## src/rtl/core/amr_pkg.sv

```systemverilog
`timescale 1ns / 1ps
// ----------------------------------------------------------------------------
// amr_pkg: shared types and constants
// Widths, fixed-point constants, controller states and the command/status
// structs that join the controller to the datapath.
// ----------------------------------------------------------------------------
package amr_pkg;

    localparam int FRAC_BITS   = 16;
    localparam int MAX_SAMPLES = 1024;
    localparam int CNT_W       = 11;   // counts, positions, set size
    localparam int RANK_W      = 27;   // adjusted rank, Q11.16
    localparam int MED_W       = 16;   // median rank, Q0.16
    localparam int NUM_W       = 31;   // 10 * adjusted rank
    localparam int DVD_W       = 38;   // divider dividend and quotient
    localparam int DVS_W       = 14;   // divider divisor (10*N + 4 <= 10244)
    localparam int STEP_W      = 6;    // divider step counter
    localparam int IN_W        = 8;    // s_tdata width
    localparam int OUT_W       = 56;   // m_tdata width

    localparam logic [CNT_W-1:0]  MAX_N     = CNT_W'(MAX_SAMPLES);
    localparam logic [NUM_W-1:0]  THREE_ONE = NUM_W'(3) << FRAC_BITS;
    localparam logic [RANK_W-1:0] RANK_MAX  = {RANK_W{1'b1}};
    localparam logic [MED_W-1:0]  MED_MAX   = {MED_W{1'b1}};
    localparam logic [STEP_W-1:0] LAST_STEP = STEP_W'(DVD_W - 1);

    typedef enum logic [2:0] {
        ST_IDLE,
        ST_MUL,
        ST_DIV1_LOAD,
        ST_DIV1_RUN,
        ST_ADJ,
        ST_DIV2_LOAD,
        ST_DIV2_RUN,
        ST_OUT
    } amr_state_t;

    typedef struct packed {
        logic ready;      // controller can take an item
        logic mul;        // form reverse rank times previous rank
        logic div1_load;  // start the adjusted-rank division
        logic adj_load;   // capture the saturated adjusted rank
        logic div2_load;  // start the median-rank division
        logic commit;     // write the result item and the set state
    } amr_cmd_t;

    typedef struct packed {
        logic in_valid;
        logic in_failure;
        logic div_done;
        logic out_free;
    } amr_sts_t;

endpackage

```

## src/rtl/core/amr_div.sv

```systemverilog
`timescale 1ns / 1ps
// ----------------------------------------------------------------------------
// amr_div: serial restoring divider
// One quotient bit per cycle; done pulses in the cycle after the last step
// and the quotient holds until the next start.
// ----------------------------------------------------------------------------
module amr_div (
    input  logic                        aclk,
    input  logic                        aresetn,
    input  logic                        start,
    input  logic [amr_pkg::DVD_W-1:0]   dividend,
    input  logic [amr_pkg::DVS_W-1:0]   divisor,
    output logic                        done,
    output logic [amr_pkg::DVD_W-1:0]   quotient
);
    import amr_pkg::*;

    logic                busy_reg, busy_next;
    logic                done_reg, done_next;
    logic [STEP_W-1:0]   step_reg, step_next;
    logic [DVD_W-1:0]    acc_reg, acc_next;
    logic [DVS_W-1:0]    rem_reg, rem_next;
    logic [DVS_W-1:0]    dvs_reg, dvs_next;
    logic [DVS_W:0]      trial;
    logic                fits;

    assign trial = {rem_reg, acc_reg[DVD_W-1]};
    assign fits  = trial >= {1'b0, dvs_reg};

    always_comb begin
        busy_next = busy_reg;
        done_next = 1'b0;
        step_next = step_reg;
        acc_next  = acc_reg;
        rem_next  = rem_reg;
        dvs_next  = dvs_reg;
        if (start) begin
            busy_next = 1'b1;
            step_next = '0;
            acc_next  = dividend;
            rem_next  = '0;
            dvs_next  = divisor;
        end else if (busy_reg) begin
            // shift in the next dividend bit, subtract where it fits
            rem_next  = fits ? DVS_W'(trial - {1'b0, dvs_reg}) : trial[DVS_W-1:0];
            acc_next  = {acc_reg[DVD_W-2:0], fits};
            step_next = step_reg + STEP_W'(1);
            if (step_reg == LAST_STEP) begin
                busy_next = 1'b0;
                done_next = 1'b1;
            end
        end
    end

    always_ff @(posedge aclk) begin
        if (!aresetn) begin
            busy_reg <= 1'b0;
            done_reg <= 1'b0;
            step_reg <= '0;
        end else begin
            busy_reg <= busy_next;
            done_reg <= done_next;
            step_reg <= step_next;
        end
        acc_reg <= acc_next;
        rem_reg <= rem_next;
        dvs_reg <= dvs_next;
    end

    assign done     = done_reg;
    assign quotient = acc_reg;

    a_start_idle: assert property (@(posedge aclk) disable iff (!aresetn)
        start |-> !busy_reg)
        else $error("divider restarted while busy");

    a_done_after_busy: assert property (@(posedge aclk) disable iff (!aresetn)
        done_reg |-> $past(busy_reg) && !busy_reg)
        else $error("divider done without a finished run");

    a_step_range: assert property (@(posedge aclk) disable iff (!aresetn)
        busy_reg |-> step_reg <= LAST_STEP)
        else $error("divider step count out of range");

endmodule

```

## src/rtl/core/amr_dp.sv

```systemverilog
`timescale 1ns / 1ps
// ----------------------------------------------------------------------------
// amr_dp: rank datapath
// Set-size register, set state, multiplier, shared divider and the output
// register.
// ----------------------------------------------------------------------------
module amr_dp (
    input  logic                        aclk,
    input  logic                        aresetn,
    input  logic                        cfg_wr_en,
    input  logic [amr_pkg::CNT_W-1:0]   cfg_wr_data,
    input  logic                        s_tvalid,
    input  logic [amr_pkg::IN_W-1:0]    s_tdata,
    output logic                        m_tvalid,
    input  logic                        m_tready,
    output logic [amr_pkg::OUT_W-1:0]   m_tdata,
    input  amr_pkg::amr_cmd_t           cmd,
    output amr_pkg::amr_sts_t           sts
);
    import amr_pkg::*;

    logic [CNT_W-1:0]  count_reg, count_next;
    logic [CNT_W-1:0]  pos_reg, pos_next;
    logic [RANK_W-1:0] rank_reg, rank_next;
    logic [CNT_W-1:0]  fails_reg, fails_next;

    logic [CNT_W-1:0]  r_reg;
    logic [RANK_W-1:0] prev_reg;
    logic [CNT_W-1:0]  fnum_reg;
    logic              end_reg;
    logic [DVD_W-1:0]  prod_reg;
    logic [RANK_W-1:0] adj_reg;

    logic              m_valid_reg, m_valid_next;
    logic [MED_W-1:0]  m_med_reg;
    logic [RANK_W-1:0] m_adj_reg;
    logic [CNT_W-1:0]  m_fnum_reg;

    logic [CNT_W-1:0]  n;
    logic              stale;
    logic [CNT_W-1:0]  pos_eff;
    logic [RANK_W-1:0] rank_eff;
    logic [CNT_W-1:0]  fails_eff;
    logic [CNT_W-1:0]  pos_inc;
    logic              set_end;
    logic              accept;
    logic              failure;

    logic              div_start;
    logic [DVD_W-1:0]  div_dvd;
    logic [DVS_W-1:0]  div_dvs;
    logic              div_done;
    logic [DVD_W-1:0]  quot;
    logic [NUM_W-1:0]  num;
    logic [NUM_W-1:0]  num_adj;
    logic [RANK_W-1:0] adj_sat;
    logic [MED_W-1:0]  med_sat;

    // effective set size: zero reads as one, large values clamp
    always_comb begin
        if (count_reg == '0) begin
            n = CNT_W'(1);
        end else if (count_reg > MAX_N) begin
            n = MAX_N;
        end else begin
            n = count_reg;
        end
    end

    assign stale     = pos_reg >= n;
    assign pos_eff   = stale ? '0 : pos_reg;
    assign rank_eff  = stale ? '0 : rank_reg;
    assign fails_eff = stale ? '0 : fails_reg;
    assign pos_inc   = pos_eff + CNT_W'(1);
    assign set_end   = pos_inc >= n;
    assign accept    = cmd.ready && s_tvalid;
    assign failure   = s_tdata[0];

    // set state; a failure's operands are captured at accept, so the last
    // record of a set clears the state right away
    always_comb begin
        count_next = count_reg;
        pos_next   = pos_reg;
        rank_next  = rank_reg;
        fails_next = fails_reg;
        if (cfg_wr_en) begin
            count_next = cfg_wr_data;
            pos_next   = '0;
            rank_next  = '0;
            fails_next = '0;
        end else if (accept) begin
            pos_next = set_end ? '0 : pos_inc;
            if (set_end) begin
                rank_next  = '0;
                fails_next = '0;
            end else if (!failure) begin
                rank_next  = rank_eff;
                fails_next = fails_eff;
            end
        end else if (cmd.commit) begin
            rank_next  = end_reg ? '0 : adj_reg;
            fails_next = end_reg ? '0 : fnum_reg;
        end
    end

    // divider operands
    assign num     = (NUM_W'(adj_reg) << 3) + (NUM_W'(adj_reg) << 1);
    assign num_adj = (num > THREE_ONE) ? (num - THREE_ONE) : '0;

    always_comb begin
        div_start = cmd.div1_load || cmd.div2_load;
        if (cmd.div1_load) begin
            div_dvd = prod_reg + (DVD_W'(n + CNT_W'(1)) << FRAC_BITS);
            div_dvs = DVS_W'(r_reg) + DVS_W'(1);
        end else begin
            div_dvd = DVD_W'(num_adj);
            div_dvs = (DVS_W'(n) << 3) + (DVS_W'(n) << 1) + DVS_W'(4);
        end
    end

    amr_div u_div (
        .aclk     (aclk),
        .aresetn  (aresetn),
        .start    (div_start),
        .dividend (div_dvd),
        .divisor  (div_dvs),
        .done     (div_done),
        .quotient (quot)
    );

    assign adj_sat = (quot[DVD_W-1:RANK_W] != '0) ? RANK_MAX : quot[RANK_W-1:0];
    assign med_sat = (quot[DVD_W-1:MED_W] != '0) ? MED_MAX : quot[MED_W-1:0];

    // output register
    assign sts.out_free = !m_valid_reg || m_tready;

    always_comb begin
        m_valid_next = m_valid_reg;
        if (cmd.commit) begin
            m_valid_next = 1'b1;
        end else if (m_tready) begin
            m_valid_next = 1'b0;
        end
    end

    always_ff @(posedge aclk) begin
        if (!aresetn) begin
            count_reg   <= CNT_W'(1);
            pos_reg     <= '0;
            rank_reg    <= '0;
            fails_reg   <= '0;
            m_valid_reg <= 1'b0;
        end else begin
            count_reg   <= count_next;
            pos_reg     <= pos_next;
            rank_reg    <= rank_next;
            fails_reg   <= fails_next;
            m_valid_reg <= m_valid_next;
        end
        if (accept) begin
            r_reg    <= n - pos_eff;
            prev_reg <= rank_eff;
            fnum_reg <= fails_eff + CNT_W'(1);
            end_reg  <= set_end;
        end
        if (cmd.mul) begin
            prod_reg <= DVD_W'(r_reg) * DVD_W'(prev_reg);
        end
        if (cmd.adj_load) begin
            adj_reg <= adj_sat;
        end
        if (cmd.commit) begin
            m_med_reg  <= med_sat;
            m_adj_reg  <= adj_reg;
            m_fnum_reg <= fnum_reg;
        end
    end

    assign sts.in_valid   = s_tvalid;
    assign sts.in_failure = failure;
    assign sts.div_done   = div_done;

    assign m_tvalid = m_valid_reg;
    assign m_tdata  = {{(OUT_W - MED_W - RANK_W - CNT_W){1'b0}},
                       m_fnum_reg, m_adj_reg, m_med_reg};

    a_no_overwrite: assert property (@(posedge aclk) disable iff (!aresetn)
        cmd.commit |-> (!m_valid_reg || m_tready))
        else $error("result item overwritten before it was taken");

    a_pos_in_set: assert property (@(posedge aclk) disable iff (!aresetn)
        pos_reg < n)
        else $error("position outside the current set");

    a_fails_le_pos: assert property (@(posedge aclk) disable iff (!aresetn)
        fails_reg <= pos_reg)
        else $error("more failures than records in the set");

endmodule

```

## src/rtl/core/amr_ctrl.sv

```systemverilog
`timescale 1ns / 1ps
// ----------------------------------------------------------------------------
// amr_ctrl: sequencing state machine
// Steps a failure through multiply, two divisions and the output handoff.
// ----------------------------------------------------------------------------
module amr_ctrl (
    input  logic                aclk,
    input  logic                aresetn,
    input  amr_pkg::amr_sts_t   sts,
    output amr_pkg::amr_cmd_t   cmd
);
    import amr_pkg::*;

    amr_state_t state_reg, state_next;

    always_comb begin
        state_next = state_reg;
        case (state_reg)
            ST_IDLE: begin
                if (sts.in_valid && sts.in_failure) begin
                    state_next = ST_MUL;
                end
            end
            ST_MUL:       state_next = ST_DIV1_LOAD;
            ST_DIV1_LOAD: state_next = ST_DIV1_RUN;
            ST_DIV1_RUN: begin
                if (sts.div_done) begin
                    state_next = ST_ADJ;
                end
            end
            ST_ADJ:       state_next = ST_DIV2_LOAD;
            ST_DIV2_LOAD: state_next = ST_DIV2_RUN;
            ST_DIV2_RUN: begin
                if (sts.div_done) begin
                    state_next = ST_OUT;
                end
            end
            ST_OUT: begin
                if (sts.out_free) begin
                    state_next = ST_IDLE;
                end
            end
            default:      state_next = ST_IDLE;
        endcase
    end

    always_comb begin
        cmd = '0;
        case (state_reg)
            ST_IDLE:      cmd.ready     = 1'b1;
            ST_MUL:       cmd.mul       = 1'b1;
            ST_DIV1_LOAD: cmd.div1_load = 1'b1;
            ST_ADJ:       cmd.adj_load  = 1'b1;
            ST_DIV2_LOAD: cmd.div2_load = 1'b1;
            ST_OUT:       cmd.commit    = sts.out_free;
            default:      cmd = '0;
        endcase
    end

    always_ff @(posedge aclk) begin
        if (!aresetn) begin
            state_reg <= ST_IDLE;
        end else begin
            state_reg <= state_next;
        end
    end

endmodule

```

## src/rtl/core/adjusted_median_rank.sv

```systemverilog
`timescale 1ns / 1ps
// ----------------------------------------------------------------------------
// adjusted_median_rank: Johnson adjusted rank and Bernard median rank
// Takes ordered life-test records (failure or suspension), one item each, and
// returns one result item per failure.
// ----------------------------------------------------------------------------
// Usage: write the set size N to cfg_wr_data with cfg_wr_en while the block is
// idle; the write starts a new set. N = 0 is taken as 1 and N above 1024 as
// 1024. Each input item carries is_failure in s_tdata[0]. A suspension is
// taken while the block stays idle and gives no result. A failure goes
// through a multiply, then two passes through a single serial restoring
// divider (adjusted rank, then median rank) that gives one quotient bit per
// cycle; no further item is taken until its result is in the output register.
// A finished result waits in the output register while the next item is taken.
// Results are truncated: adjusted rank in Q11.16 saturating at all ones,
// median rank in Q0.16 clamped to zero below 0.3 and saturating at all ones.
// After N records the set state clears on its own.
// ----------------------------------------------------------------------------
module adjusted_median_rank (
    input  logic                        aclk,
    input  logic                        aresetn,
    // set-size register
    input  logic                        cfg_wr_en,
    input  logic [amr_pkg::CNT_W-1:0]   cfg_wr_data,   // sample_count
    // record items
    input  logic                        s_tvalid,
    output logic                        s_tready,
    input  logic [amr_pkg::IN_W-1:0]    s_tdata,       // [0] is_failure, [7:1] zero
    // result items
    output logic                        m_tvalid,
    input  logic                        m_tready,
    output logic [amr_pkg::OUT_W-1:0]   m_tdata        // [15:0] bernard_rank,
                                                       // [42:16] adjusted_rank,
                                                       // [53:43] failure_number,
                                                       // [55:54] zero
);
    import amr_pkg::*;

    amr_cmd_t cmd;
    amr_sts_t sts;

    // sequence a failure through multiply, divide, divide, hand off
    amr_ctrl u_ctrl (
        .aclk    (aclk),
        .aresetn (aresetn),
        .sts     (sts),
        .cmd     (cmd)
    );

    // hold set state, do the arithmetic, drive the result register
    amr_dp u_dp (
        .aclk        (aclk),
        .aresetn     (aresetn),
        .cfg_wr_en   (cfg_wr_en),
        .cfg_wr_data (cfg_wr_data),
        .s_tvalid    (s_tvalid),
        .s_tdata     (s_tdata),
        .m_tvalid    (m_tvalid),
        .m_tready    (m_tready),
        .m_tdata     (m_tdata),
        .cmd         (cmd),
        .sts         (sts)
    );

    // take an item only while the sequencer is idle
    assign s_tready = cmd.ready;

endmodule
```

## config.mk

```make
export PLATFORM = sky130hd
export DESIGN_NAME = adjusted_median_rank
export DESIGN_NICKNAME = d
export VERILOG_FILES = /design/src/rtl/core/amr_pkg.sv /design/src/rtl/core/amr_div.sv /design/src/rtl/core/amr_dp.sv /design/src/rtl/core/amr_ctrl.sv /design/src/rtl/core/adjusted_median_rank.sv
export SDC_FILE = /design/constraint.sdc
export NUM_CORES = 1
export LEC_CHECK = 0
export BUFFER_PORTS_ARGS = -buffer_cell sky130_fd_sc_hd__buf_4
export CORE_MARGIN = 2
export CORE_UTILIZATION = 35
export CTS_BUF_LIST = sky130_fd_sc_hd__clkbuf_4 sky130_fd_sc_hd__clkbuf_8
export CTS_CLUSTER_SIZE = 30
export DETAILED_ROUTE_END_ITERATION = 10
export PLACE_DENSITY = 0.5
export SETUP_SLACK_MARGIN = 0.2
export SYNTH_ARGS = -nofsm -noshare
export SYNTH_HDL_FRONTEND = slang
export SYNTH_SLANG_ARGS = --single-unit
```

## constraint.sdc

```tcl
create_clock -name aclk -period 10 [get_ports aclk]
set_input_delay 1 -clock aclk [delete_from_list [all_inputs] [get_ports aclk]]
set_output_delay 1 -clock aclk [all_outputs]
set_load 0.01 [all_outputs]
```

[Word level (Yosys, flattened, before mapping)]
Cells that the tools add are included.
Cells by class
  equal/unequal tests: 13
  add/sub/neg operators: 12
  bitwise operators: 2
  multiplexer cells: 39
  $mul: 1
  reductions and logical operators: 17
  $lt $le $gt $ge: 5
Operators by type and width (count)
  $mux W27: 6
  $mux W38: 3
  $mux W11: 10
  $add A38 B38 Y38: 1
  $mul A11 B27 Y38: 1
  $add A30 B28 Y31: 1
  $gt A31 B18 Y1 const B: 1
  $mux W31: 1
  $sub A31 B18 Y31 const B: 1
  $mux W14: 2
  $add A11 B1 Y12 const B: 2
  $pmux W3 S8: 1
  $add A11 B1 Y11 const B: 2
  $ge A11 B11 Y1: 2
  $reduce_bool A22 Y1: 1
  $ge A15 B14 Y1: 1
  $add A14 B12 Y14: 1
  $add A14 B3 Y14 const B: 1
  $sub A14 B14 Y14: 1
  $eq A3 B3 Y1 const B: 4
  $mux W1: 12
  $mux W3: 4
  $gt A11 B11 Y1 const B: 1
  $logic_not A11 Y1: 1
  18 further kinds: 28
Storage, ports and cells
  bits of input ports: 24
  output and inout port bits: 58
  bits in registers: 307

[Depth between registers and ports, before layout]
  depth in word-level cells: 9
  mapped depth: 28
  depth with buffers taken out: 25

[By module]
A second synthesis with hierarchy kept.
Unflattened totals
  cells, all modules: 2659
  area total of the unflattened synthesis: 26012.4 µm²
By module, submodules not included
  amr_dp: times used 1, cells an instance 2324, seq. area each 6296.0 µm², area an instance 22088.7 µm²
  amr_div: times used 1, cells an instance 308, seq. area each 2001.9 µm², area an instance 3704.8 µm²
  amr_ctrl: times used 1, cells an instance 27, seq. area each 60.1 µm², area an instance 219.0 µm²

[Least setup slack after synthesis]
Ideal clock, no wire load.
  path kind: reg-to-reg
  start point: register u_dp.r_reg[10]
  end point: register u_dp.prod_reg[37] (data pin)
  data arrival time: 5990 ps
  setup slack: 3750 ps
  required time: 9740 ps
  stages on the path, launching flop included: 22
  buffers on the path: 2
  cells stage by stage: edfxtp_1 clkbuf_1 clkbuf_1 nand2_1 fa_1 inv_1 fa_1 fa_1 fa_1 fa_1 ha_1 a21oi_1 nor2b_1 o21ai_0 a21oi_1 a2111oi_0 a21boi_0 o31ai_1 or4_1 a31o_2 a21oi_1 xnor2_1
Between the ends
  word-level cells in the longest chain between the ends: 1
Ends and longest elaborated chain
  start, declared: line amr_dp.sv:27  | logic [CNT_W-1:0] r_reg;
  start signal, assigned: line amr_dp.sv:161  | r_reg <= n - pos_eff;
  $mul A11 B27 Y38: line amr_dp.sv:167  | prod_reg <= DVD_W'(r_reg) * DVD_W'(prev_reg);
  end signal, assigned: line amr_dp.sv:167
  end, declared: line amr_dp.sv:31  | logic [DVD_W-1:0] prod_reg;
No other way between the ends.
A chain may end at the register's enable or synchronous reset.

[Worst setup path in the final report]
  start point: register u_dp.prev_reg[14]
  end point: register u_dp.prod_reg[37] (data pin)
Between the ends
  word-level cells in the longest chain between the ends: 1
Ends and longest elaborated chain
  start, declared: line amr_dp.sv:28  | logic [RANK_W-1:0] prev_reg;
  start signal, assigned: line amr_dp.sv:162  | prev_reg <= rank_eff;
  $mul A11 B27 Y38: line amr_dp.sv:167
No other way between the ends.

==> results_dict.tcl <==
set metrics [dict create \
    nets 2952 \
    grt_max_degree 56 \
    path_clk_slew_ns 0.06 \
    io_pins 82 \
    place.gp.congestion 0.871 \
    synth-seq-cells 307 \
    holdPathEnd "u_dp.m_fnum_reg[0]" \
    fin_setup_tns_ns 0 \
    r2r_cells 19 \
    area_growth_pct 10.4 \
    synth_top_area_share_pct 26.7 \
    status "finished, final reports clean" \
    clock_latency_ns 0.65 \
    grt_remaining_overflow 0 \
    ys_warn_count 0 \
    rsz0062_at_grt "false" \
    rr_startpoint "u_dp.prev_reg[14]" \
    period_minus_slack_ns 6.75 \
    netlist_top_cells_area "edfxtp_1 27%, fa_1 18%, ha_1 8.7%, dfxtp_1 6.9%, nand2_1 4.1%" \
    ys_async_sr_fraction_pct 0 \
    ant_nets 0 \
    timing.final.crit_share_pct 67.5 \
    drt-initial-drc-count 1271 \
    hold_path_startpoint "u_dp.fnum_reg[0]" \
    numClockSinks 307 \
    ctsHoldBuffers 0 \
    std_cell_rows 97 \
    avgSynthCellArea_um2 10.0 \
    core_area_um2 70300 \
    yosysUniqueCellTypes 80 \
    io_buffers 72 \
    syn_inst 2488 \
    yosysSeqAreaShare_pct 33.6 \
    cts_resized 0 \
    post-cts-setup-buffers 0 \
    drive_above_1_share_pct 9.27 \
    critPathMaxFanout 11 \
    vias_per_cell 5.13 \
    crit_type "reg2reg" \
    fillers 6917 \
    dpl_cell_area_um2 26400 \
    crit_path_start "u_dp.prev_reg[14]" \
    clk_path_buf_depth 3 \
    first_pass_iters 5 \
    drc 0 \
    cts-root-buf "clkbuf_8" \
    synth.most_common_cell "nand2_1" \
    fin_util_pct 39.1 \
    finClkSkew_ns 0.0609 \
    start_util_pct 35.4 \
    start_kind "flip-flop" \
    htreeDepth 2 \
    dpl.hpwl_um 47700 \
    design_area_um2 27500 \
    chipWidth_um 271 \
    setup_viol 0 \
    drt-total-wl_um 65700 \
    grt_pass1_vias 18628 \
    tightestPinTransition_ns 0.926 \
    crit_path_end_kind "flip-flop" \
    via_count 17992 \
    cap_violations 0 \
    timing.rr.end "u_dp.prod_reg[37]" \
    grt_usage_pct 18.1 \
    whs_ns 0.465 \
    r2r_slack_ns 3.25 \
    drv_slew 0 \
    antenna_found_initial 1 \
    synth_edf_count 221 \
    worstPathRequired_ns 10.38 \
    die-area_um2 73300 \
    slew-limit-headroom_pct 38.1 \
    cts_tree "done" \
    synth_common_cells "274 x nand2_1, 251 x inv_1, 229 x fa_1, 221 x edfxtp_1, 174 x ha_1" \
    synth_top_cell_by_area "edfxtp_1" \
    final-hold-violation-count 0 \
    whs_path_depth 0 \
    syn-cell-area_um2 24900 \
    cts_buffers 52 \
    hold_class "reg2reg" \
    die_h_um 271 \
    post_drt_wl_per_cell_um 18.7 \
    critPathArrivalTime_ns 7.13 \
    max_freq_ghz 0.148 \
    synth_ff_type "edfxtp_1" \
    grt_first_pass_wirelength_um 104000 \
]
## per-layer routing
layer  track usage [%]  part of all wire (%)  up-vias
met5                 0                     0        -
met4              5.32                   2.5        0
met3              2.25                   4.2       97
met2              29.6                    46      413
met1              25.0                    47     8970
li1                  -                     -     8512
## metrics by stage
| stage | std cells | setup WS [ns] |
|---|---|---|
| 2_1_floorplan | 2490 | 3.75 |
| 3_3_place_gp | 3411 | 3.26 |
| 3_5_place_dp | 3411 | 3.24 |
| 4_1_cts | 3507 | 3.25 |
| 5_1_grt | 3508 | 2.70 |
| 6_report | 3508 | 3.25 |
## worst max-delay path, cell delays in order, from the launching register on
cell,delay [ns]
edfxtp_1,0.75
nand2_1,0.15
fa_1,0.51
inv_1,0.06
fa_1,0.51
fa_1,0.53
fa_1,0.52
fa_1,0.49
ha_1,0.38
a21oi_1,0.18
nor2b_1,0.06
o21ai_0,0.23
a21oi_1,0.15
a2111oi_0,0.44
a21boi_0,0.34
o31ai_1,0.17
or4_1,0.45
a31o_2,0.26
a21oi_1,0.19
xnor2_1,0.09
## cell usage in the layout (no fill, tap or decap), types with 6 or more instances in the layout
cell	instances
nor2_1	131
o211ai_1	9
a31oi_1	15
xnor2_1	97
o21bai_1	7
buf_4	97
a211oi_1	15
nand2_1	274
and3_1	15
clkinv_2	6
inv_1	250
a21o_1	45
a22o_1	47
clkinv_1	7
nand2b_1	21
o21ai_1	33
and2_1	150
a21boi_0	6
mux2i_1	20
or3_1	27
fa_1	229
nor4_1	13
dfxtp_1	86
clkbuf_4	23
ha_1	174
xor2_1	53
a22oi_1	29
a21oi_1	99
nor3_1	36
o21ai_0	60
nor2b_1	23
edfxtp_1	221
clkbuf_8	57
nand4_1	12
or2_2	28
nand3_1	51
o21a_1	19
## kinds of logic after synthesis
| group | after synthesis | share of synthesized area (%) |
|---|---|---|
| adders and majority gates | 403 | 27.2 |
| DFF | 307 | 33.6 |
| buffers and inverters | 369 | 5.65 |
| muxes | 20 | 0.804 |
| and+or+nand+nor | 804 | 15.9 |
| xor gates and xnor gates | 150 | 5.28 |
| other | 1 | 0.0151 |
| AOI/OAI and AO/OA | 434 | 11.7 |
## area by class of cell
class                   count  area, um2  area share, %
clock inverters            16        131          0.478
diodes                      1       2.50        0.00910
well taps                 940       1180           4.28
clock buffers              80        957           3.48
inverters                 253        950           3.45
multi-input cells        1814      15200           55.3
repair buffers             97        728           2.65
flip-flops and latches    307       8360           30.4
## how the worst max path moves through the flow
stage                         to  slack (ns)  depth (start not counted)
5_1_grt         u_dp.rank_reg[2]        2.70                         26
6_report       u_dp.prod_reg[37]        3.25                         19
4_1_cts        u_dp.prod_reg[37]        3.25                         19
2_1_floorplan  u_dp.prod_reg[37]        3.75                         21
3_5_place_dp   u_dp.prod_reg[37]        3.24                         19
3_3_place_gp   u_dp.prod_reg[37]        3.26                         20
Power is not shown: default switching activity piles up to over one toggle a cycle in this logic, so the estimate is an artifact.
